### config.mk
export PLATFORM = sky130hd
export DESIGN_NAME = octree_box_node_locate
export DESIGN_NICKNAME = d
export VERILOG_FILES = /design/src/rtl/core/obnl_pkg.sv /design/src/rtl/core/obnl_ctrl.sv /design/src/rtl/core/obnl_datapath.sv /design/src/rtl/core/octree_box_node_locate.sv
export SDC_FILE = /design/constraint.sdc
export NUM_CORES = 2
export LEC_CHECK = 0
export ABC_CLOCK_PERIOD_IN_PS = 13100
export BUFFER_PORTS_ARGS = -buffer_cell sky130_fd_sc_hd__clkbuf_2
export CAP_MARGIN = 5
export CORE_MARGIN = 1.5
export CORE_UTILIZATION = 60
export CTS_CLUSTER_DIAMETER = 60
export CTS_CLUSTER_SIZE = 24
export DETAILED_ROUTE_END_ITERATION = 7
export PLACE_DENSITY = 0.86
export RECOVER_POWER = 25
export SYNTH_ARGS = -nofsm -noshare
export SYNTH_HDL_FRONTEND = slang
export SYNTH_SLANG_ARGS = --single-unit
### constraint.sdc
create_clock -name clk -period 13.1 [get_ports clk]
set_input_delay 2.62 -clock clk [delete_from_list [all_inputs] [get_ports clk]]
set_output_delay 2.62 -clock clk [all_outputs]
set_load 0.02 [all_outputs]
### src/rtl/core/obnl_pkg.sv
// ---------------------------------------------------------------------------
// obnl_pkg: shared types and constants for the octree box node locator
// word formats, register indexes, reset values and control/status bundles
// ---------------------------------------------------------------------------
`timescale 1ns / 1ps
`default_nettype none

package obnl_pkg;

  localparam int COORD_BITS = 32;
  localparam int MIN_SIDE_BITS = 31;
  localparam int DEPTH_FIELD_BITS = 4;
  localparam int PATH_FIELD_BITS = 30;
  localparam int CFG_INDEX_BITS = 3;

  typedef logic signed [COORD_BITS-1:0] coord_t;

  // register indexes on the configuration port
  localparam logic [CFG_INDEX_BITS-1:0] REG_ROOT_LEFT_X = 3'd0;
  localparam logic [CFG_INDEX_BITS-1:0] REG_ROOT_RIGHT_X = 3'd1;
  localparam logic [CFG_INDEX_BITS-1:0] REG_ROOT_TOP_Y = 3'd2;
  localparam logic [CFG_INDEX_BITS-1:0] REG_ROOT_BOTTOM_Y = 3'd3;
  localparam logic [CFG_INDEX_BITS-1:0] REG_ROOT_NEAR_Z = 3'd4;
  localparam logic [CFG_INDEX_BITS-1:0] REG_ROOT_FAR_Z = 3'd5;
  localparam logic [CFG_INDEX_BITS-1:0] REG_MIN_SIDE = 3'd6;

  // reset values, 16.16 fixed point
  localparam coord_t RST_ROOT_LO = -32'sd65536;
  localparam coord_t RST_ROOT_HI = 32'sd65536;
  localparam logic [MIN_SIDE_BITS-1:0] RST_MIN_SIDE = 31'd4096;

  typedef struct packed {
    coord_t box_min_x;
    coord_t box_min_y;
    coord_t box_min_z;
    coord_t box_max_x;
    coord_t box_max_y;
    coord_t box_max_z;
  } box_t;

  typedef struct packed {
    logic [DEPTH_FIELD_BITS-1:0] node_depth;
    logic [PATH_FIELD_BITS-1:0] octant_path;
  } node_t;

  typedef struct packed {
    coord_t root_left_x;
    coord_t root_right_x;
    coord_t root_top_y;
    coord_t root_bottom_y;
    coord_t root_near_z;
    coord_t root_far_z;
    logic [MIN_SIDE_BITS-1:0] min_side;
  } cfg_t;

  typedef struct packed {
    logic load;    // capture box and root cube
    logic centre;  // register node centres
    logic step;    // descend into chosen child
    logic emit;    // load result register
  } cmd_t;

  typedef struct packed {
    logic can_split;
    logic fit;
  } status_t;

endpackage

`default_nettype wire

### src/rtl/core/obnl_ctrl.sv
// ---------------------------------------------------------------------------
// obnl_ctrl: descent sequencer
// steps load, centre, fit test and result hand-off for one box at a time
// ---------------------------------------------------------------------------
`timescale 1ns / 1ps
`default_nettype none

module obnl_ctrl (
  input  wire              clk,
  input  wire              rst,
  input  wire              box_valid,
  output logic             box_ready,
  output logic             node_valid,
  input  wire              node_ready,
  input  obnl_pkg::status_t status,
  output obnl_pkg::cmd_t   cmd
);
  import obnl_pkg::*;

  localparam logic [1:0] S_IDLE = 2'd0;
  localparam logic [1:0] S_MID = 2'd1;
  localparam logic [1:0] S_FIT = 2'd2;
  localparam logic [1:0] S_FIN = 2'd3;

  logic [1:0] state;
  logic [1:0] state_next;
  logic node_valid_next;

  always_comb begin
    state_next = state;
    cmd = '0;
    box_ready = 1'b0;
    node_valid_next = node_valid && !node_ready;
    case (state)
      S_IDLE: begin
        box_ready = 1'b1;
        if (box_valid) begin
          cmd.load = 1'b1;
          state_next = S_MID;
        end
      end
      S_MID: begin
        cmd.centre = 1'b1;
        state_next = status.can_split ? S_FIT : S_FIN;
      end
      S_FIT: begin
        if (status.fit) begin
          cmd.step = 1'b1;
          state_next = S_MID;
        end else begin
          state_next = S_FIN;
        end
      end
      S_FIN: begin
        if (!node_valid || node_ready) begin
          cmd.emit = 1'b1;
          node_valid_next = 1'b1;
          state_next = S_IDLE;
        end
      end
      default: begin
        state_next = S_IDLE;
      end
    endcase
  end

  always_ff @(posedge clk) begin
    if (rst) begin
      state <= S_IDLE;
      node_valid <= 1'b0;
    end else begin
      state <= state_next;
      node_valid <= node_valid_next;
    end
  end

endmodule

`default_nettype wire

### src/rtl/core/obnl_datapath.sv
// ---------------------------------------------------------------------------
// obnl_datapath: node bounds, centres, child fit test and result register
// one halving per centre command, one child choice per step command
// ---------------------------------------------------------------------------
`timescale 1ns / 1ps
`default_nettype none

module obnl_datapath #(
  parameter int MAX_DEPTH = 10
) (
  input  wire              clk,
  input  obnl_pkg::cfg_t   cfg,
  input  obnl_pkg::box_t   box,
  input  obnl_pkg::cmd_t   cmd,
  output obnl_pkg::status_t status,
  output obnl_pkg::node_t  node
);
  import obnl_pkg::*;

  localparam int DEPTH_W = $clog2(MAX_DEPTH + 1);
  localparam int PATH_W = 3 * MAX_DEPTH;

  // axis 0 = x, 1 = y, 2 = z
  coord_t lo [3];
  coord_t hi [3];
  coord_t bmin [3];
  coord_t bmax [3];
  coord_t ctr [3];
  logic [DEPTH_W-1:0] depth;
  logic [PATH_W-1:0] path;
  logic [PATH_W-1:0] path_next;

  logic signed [COORD_BITS:0] side;
  logic side_ok;
  logic [2:0] lower_ok;
  logic [2:0] upper_ok;
  logic [7:0] fits;
  logic [2:0] chosen;
  logic [DEPTH_W+DEPTH_FIELD_BITS-1:0] depth_ext;
  logic [PATH_W+PATH_FIELD_BITS-1:0] path_ext;

  // x side against twice the minimum side
  always_comb begin
    side = {hi[0][COORD_BITS-1], hi[0]} - {lo[0][COORD_BITS-1], lo[0]};
    side_ok = $signed({side[COORD_BITS], side}) >=
              $signed({2'b00, cfg.min_side, 1'b0});
  end

  // half tests per axis against the registered centre
  always_comb begin
    for (int k = 0; k < 3; k++) begin
      lower_ok[k] = (bmin[k] >= lo[k]) && (bmax[k] <= ctr[k]);
      upper_ok[k] = (bmin[k] >= ctr[k]) && (bmax[k] <= hi[k]);
    end
    for (int i = 0; i < 8; i++) begin
      fits[i] = (i[0] ? upper_ok[0] : lower_ok[0]) &&
                (i[1] ? lower_ok[1] : upper_ok[1]) &&
                (i[2] ? upper_ok[2] : lower_ok[2]);
    end
    chosen = 3'd0;
    for (int i = 7; i >= 0; i--) begin
      if (fits[i]) begin
        chosen = 3'(i);
      end
    end
  end

  // status back to the sequencer
  always_comb begin
    status.can_split = side_ok && (depth != DEPTH_W'(MAX_DEPTH));
    status.fit = |fits;
  end

  always_comb begin
    path_next = path;
    for (int l = 0; l < MAX_DEPTH; l++) begin
      if (depth == DEPTH_W'(l)) begin
        path_next[3*l +: 3] = chosen;
      end
    end
  end

  always_ff @(posedge clk) begin
    if (cmd.load) begin
      lo[0] <= cfg.root_left_x;
      hi[0] <= cfg.root_right_x;
      lo[1] <= cfg.root_bottom_y;
      hi[1] <= cfg.root_top_y;
      lo[2] <= cfg.root_near_z;
      hi[2] <= cfg.root_far_z;
      bmin[0] <= box.box_min_x;
      bmin[1] <= box.box_min_y;
      bmin[2] <= box.box_min_z;
      bmax[0] <= box.box_max_x;
      bmax[1] <= box.box_max_y;
      bmax[2] <= box.box_max_z;
      depth <= '0;
      path <= '0;
    end
    if (cmd.centre) begin
      // floor of the mean, exact in one extra bit
      for (int k = 0; k < 3; k++) begin
        ctr[k] <= coord_t'(({lo[k][COORD_BITS-1], lo[k]} +
                            {hi[k][COORD_BITS-1], hi[k]}) >>> 1);
      end
    end
    if (cmd.step) begin
      if (chosen[0]) lo[0] <= ctr[0];
      else hi[0] <= ctr[0];
      // y bit set picks the lower half
      if (chosen[1]) hi[1] <= ctr[1];
      else lo[1] <= ctr[1];
      if (chosen[2]) lo[2] <= ctr[2];
      else hi[2] <= ctr[2];
      depth <= depth + 1'b1;
      path <= path_next;
    end
    if (cmd.emit) begin
      node.node_depth <= depth_ext[DEPTH_FIELD_BITS-1:0];
      node.octant_path <= path_ext[PATH_FIELD_BITS-1:0];
    end
  end

  assign depth_ext = {{DEPTH_FIELD_BITS{1'b0}}, depth};
  assign path_ext = {{PATH_FIELD_BITS{1'b0}}, path};

endmodule

`default_nettype wire

### src/rtl/core/octree_box_node_locate.sv
// descent: from box accept, each level passes the centre and fit test states; the
//   search ends on a failed split test or a failed fit test, then hands off the result
// throughput: one box at a time; a new box is taken only in idle, after the result of
//   the last one is handed off, each level reusing the single compare datapath
// reset: synchronous active-high rst returns the sequencer to idle, drops node_valid
//   and loads the root cube registers with -1.0 to 1.0 per axis, min_side with 4096
// ---------------------------------------------------------------------------
// octree_box_node_locate: enclosing octree node search for one box
// descends from the configured root cube and returns depth and octant path
// ---------------------------------------------------------------------------
`timescale 1ns / 1ps
`default_nettype none

module octree_box_node_locate #(
  parameter int MAX_DEPTH = 10
) (
  input  wire                                       clk,
  input  wire                                       rst,
  // box word in
  input  wire                                       box_valid,
  output logic                                      box_ready,
  input  obnl_pkg::box_t                            box,
  // node word out
  output logic                                      node_valid,
  input  wire                                       node_ready,
  output obnl_pkg::node_t                           node,
  // register writes
  input  wire                                       cfg_we,
  input  wire [obnl_pkg::CFG_INDEX_BITS-1:0]        cfg_index,
  input  wire [obnl_pkg::COORD_BITS-1:0]            cfg_data
);
  import obnl_pkg::*;

  cfg_t cfg;
  cmd_t cmd;
  status_t status;

  // configuration registers; the user must write them only while idle, the block does not enforce this
  always_ff @(posedge clk) begin
    if (rst) begin
      cfg.root_left_x <= RST_ROOT_LO;
      cfg.root_right_x <= RST_ROOT_HI;
      cfg.root_top_y <= RST_ROOT_HI;
      cfg.root_bottom_y <= RST_ROOT_LO;
      cfg.root_near_z <= RST_ROOT_LO;
      cfg.root_far_z <= RST_ROOT_HI;
      cfg.min_side <= RST_MIN_SIDE;
    end else if (cfg_we) begin
      case (cfg_index)
        REG_ROOT_LEFT_X:   cfg.root_left_x <= cfg_data;
        REG_ROOT_RIGHT_X:  cfg.root_right_x <= cfg_data;
        REG_ROOT_TOP_Y:    cfg.root_top_y <= cfg_data;
        REG_ROOT_BOTTOM_Y: cfg.root_bottom_y <= cfg_data;
        REG_ROOT_NEAR_Z:   cfg.root_near_z <= cfg_data;
        REG_ROOT_FAR_Z:    cfg.root_far_z <= cfg_data;
        REG_MIN_SIDE:      cfg.min_side <= cfg_data[MIN_SIDE_BITS-1:0];
        default: begin
          // unused index, write dropped
        end
      endcase
    end
  end

  // sequencer: idle, centre, fit test, hand-off
  obnl_ctrl u_ctrl (
    .clk        (clk),
    .rst        (rst),
    .box_valid  (box_valid),
    .box_ready  (box_ready),
    .node_valid (node_valid),
    .node_ready (node_ready),
    .status     (status),
    .cmd        (cmd)
  );

  // bounds, centres, compares and result register
  obnl_datapath #(
    .MAX_DEPTH (MAX_DEPTH)
  ) u_datapath (
    .clk    (clk),
    .cfg    (cfg),
    .box    (box),
    .cmd    (cmd),
    .status (status),
    .node   (node)
  );

`ifndef SYNTHESIS
  // one box in flight: no second accept straight after the first
  a_single_item: assert property (@(posedge clk) disable iff (rst)
    (box_valid && box_ready) |=> !box_ready)
    else $error("box accepted while descent busy");

  // a hand-off always shows a result in the next cycle
  a_emit_valid: assert property (@(posedge clk) disable iff (rst)
    cmd.emit |=> node_valid)
    else $error("result lost at hand-off");

  // hand-off never overwrites a result still waiting
  a_no_overwrite: assert property (@(posedge clk) disable iff (rst)
    cmd.emit |-> (!node_valid || node_ready))
    else $error("pending result overwritten");

  // reported depth stays within the limit
  a_depth_limit: assert property (@(posedge clk) disable iff (rst)
    node_valid |-> ((MAX_DEPTH > 15) || (node.node_depth <= MAX_DEPTH)))
    else $error("depth beyond limit");
`endif

endmodule

`default_nettype wire

==> results.sh <==
export IMPL_yosysWarnings=0
export IMPL_clk_pin_slew_ps=90
export IMPL_core_mm2=0.07149
export IMPL_die_area_mm2=0.07395
export IMPL_violations="capacitance limit, slew limit"
export IMPL_clock_path_buffers=3
export IMPL_drt_first_pass_iters=8
export IMPL_grt_overflow_total=0
export IMPL_wl_per_cell_um=22.12
export IMPL_slew_limit_headroom_pct=-166.3
export IMPL_start_util_pct=60.70
export IMPL_root_buffer="clkbuf_16"
export IMPL_fillCellCount=5341
export IMPL_irDropWorstVdd_mv=0.1331
export IMPL_hold_depth=0
export IMPL_ant_nets=0
export IMPL_synthArstFlopShare_pct=0
export IMPL_maxCapViolCount=2
export IMPL_r2r_slack_ps=6580
export IMPL_vias_per_cell=6.167
export IMPL_syn_nets=4851
export IMPL_rsz0062_at_grt="false"
export IMPL_drv_slew=100
export IMPL_yosysUniqueCellTypes=72
export IMPL_cts_tree="built"
export IMPL_r2r_cells=5
export IMPL_cts_sinks=774
export IMPL_ys_seq_area_share_pct=48.35
export IMPL_drt_iter0_drc=3274
export IMPL_r2r_end="u_ctrl.state[0]"
export IMPL_synthTopCellsByArea="edfxtp_1, ha_1, dfxtp_1"
export IMPL_die_h_um=271.9
export IMPL_power_density_mw_per_mm2=151.8
export IMPL_postCtsSetupRepairBufs=0
export IMPL_synth_seq_cells=774
export IMPL_vias=32730
export IMPL_antenna_found_initial=7
export IMPL_max_slew_worst_pin_slew_ps=3995
export IMPL_synthCells=4070
export IMPL_crit_required_ps=13640
export IMPL_finalNetCount=5086
export IMPL_final_cell_mix="nand2_1, edfxtp_1, ha_1, a21oi_1, inv_1"
export IMPL_cp_max_fo=56
export IMPL_fp_dieW_um=271.9
export IMPL_hold_violations=0
export IMPL_utilization_pct=66.91
export IMPL_layout_drive_gt1_share_pct=13.76
export IMPL_row_count=98
export IMPL_min_from="u_datapath.path[23]"
export IMPL_path_class="register to register"
export IMPL_synthFlopType="edfxtp_1"
export IMPL_synth_edf_count=548
export IMPL_synth_avg_cell_area_um2=10.66
export IMPL_power_mw=7.259
export IMPL_grt_usage_pct=31.32
export IMPL_grt_pass1_vias=31660
export IMPL_area_delta_synth_final_pct=10.23
export IMPL_grt_max_degree=138
export IMPL_setup_viol=0
export IMPL_cts_max_level=2
export IMPL_status="finished, violations left"
export IMPL_timing_rr_start="u_ctrl.state[0]"
export IMPL_stdcell_count=5307
export IMPL_crit_path_start_kind="register"
export IMPL_cts_resized=0
export IMPL_arrival_ps=7070
export IMPL_grt_pass1_wl_um=179200
export IMPL_skew_ps=56.40
export IMPL_postCtsHoldBufs=0
export IMPL_min_path_type="register to register"
export IMPL_yosys_area_top_type="edfxtp_1"
export IMPL_drc_errors=0
export IMPL_numCtsBuffers=58
export IMPL_endpoint_kind="register"
export IMPL_finalSetupTns_ps=0
export IMPL_gp_congestion=0.9621
export IMPL_io_buffer_count=267
export IMPL_final_common_cell="nand2_1"
export IMPL_fin_crit_ps=6524
export IMPL_dpl_cell_count=5195
export IMPL_hpwl_um=87280
export IMPL_io_pins=268
export IMPL_clk_insertion_delay_late_ps=690
export IMPL_hold_end="u_datapath.node[23]"
export IMPL_max_clock_freq_ghz=0.1533
export IMPL_routed_wl_um=117400
export IMPL_synth_top_area_share_pct=37.92
export IMPL_leakagePower_nw=20.16
export IMPL_layout_worst_path_cycle_share_pct=49.80
export IMPL_synth_area_mm2=0.04339
==> metal layers <==
metal | track usage [%] | share of wire [%] | vias to the layer above | wire length [µm]
li1 | - | - | 15160 | -
met1 | 42.16 | 40 | 15590 | 47220
met2 | 49.66 | 45 | 1673 | 52760
met3 | 5.298 | 9.6 | 300 | 11320
met4 | 14.55 | 5.2 | 6 | 6061
met5 | 0 | 0.031 | - | 36
==> Yosys cell counts, types with 22 or more instances <==
library cell  number
o21a_1            33
nand2_1          582
a21oi_1          416
mux2_4            40
nor2b_1           48
nand2b_1          36
xor2_1            27
a211oi_1          22
nor2_1           142
nor3_1            46
inv_1            374
mux2_2           152
o21ai_0          108
ha_1             545
nand3_1           39
nand3b_1          52
dfxtp_1          226
nand4_1           85
o211ai_1          24
clkbuf_1          97
edfxtp_1         548
a21o_1            70
xnor2_1           83
==> flip-flops by register name, summed over array words and instances, names as in the netlist <==
name	count
cfg	223
u_datapath.bmax	96
u_datapath.bmin	96
u_datapath.ctr	96
u_datapath.hi	96
u_datapath.lo	96
u_datapath.node	34
u_datapath.path	30
u_datapath.depth	4
u_ctrl.state	2
u_ctrl.node_valid	1
==> worst max-delay path, cell delays in order, from the launching register on <==
cell and delay, ps:
dfxtp_1 440, nor2b_2 170, clkbuf_1 2140, clkbuf_1 2950, nand3_1 260, o31a_1 440
==> area by class of cell <==
type	instances	area, µm²	share of cell area, %
diodes	4	10.01	0.02093
multi-input cells	2803	20570	43.01
inverters	375	1415	2.958
flip-flops and latches	774	20980	43.86
well taps	950	1189	2.485
clock inverters	44	634.4	1.326
repair buffers	293	1493	3.121
clock buffers	64	1538	3.215
==> through the flow <==
step / instance area (µm²) / hold WS [ps] / worst slack [ps]
after floorplan: 43390 / 400.3 / 4681
after global placement: 45700 / 400.8 / 7073
after detailed placement: 45700 / 405.2 / 6986
after CTS: 47870 / 426.4 / 6985
after global routing: 47820 / 435.7 / 6226
final: 47830 / 425.7 / 6576
==> report_power, final <==
part           internal (mW)  switching, mW  total [mW]
combinational          0.782           1.25        2.03
clock                  0.970           1.05        2.02
sequential              3.00          0.209        3.21
total                   4.75           2.51        7.26
==> how the worst max path moves through the flow <==
stage	start	cells past startpoint	end	slack, ps
after floorplan	box_valid	3	u_datapath.lo[0][0]	4680
after global placement	u_datapath.ctr[0][31]	14	u_datapath.lo[0][6]	7070
after detailed placement	u_datapath.ctr[0][31]	14	u_datapath.lo[0][31]	6990
after CTS	u_datapath.ctr[0][31]	14	u_datapath.lo[0][31]	6990
after global routing	u_ctrl.state[0]	5	u_ctrl.state[0]	6230
final	u_ctrl.state[0]	5	u_ctrl.state[0]	6580
==> cell families after synthesis <==
logic type	count (synthesis)	synth area share (%)
multiplexers	195	5.398
XOR/XNOR	110	2.220
flip-flops	774	48.35
buffers and inverters	493	4.432
adder cells (fa/ha/maj)	549	15.90
AND/OR/NAND/NOR	1114	11.93
AO/OA/AOI/OAI	835	11.78
Power figures use the tool's default switching activity.
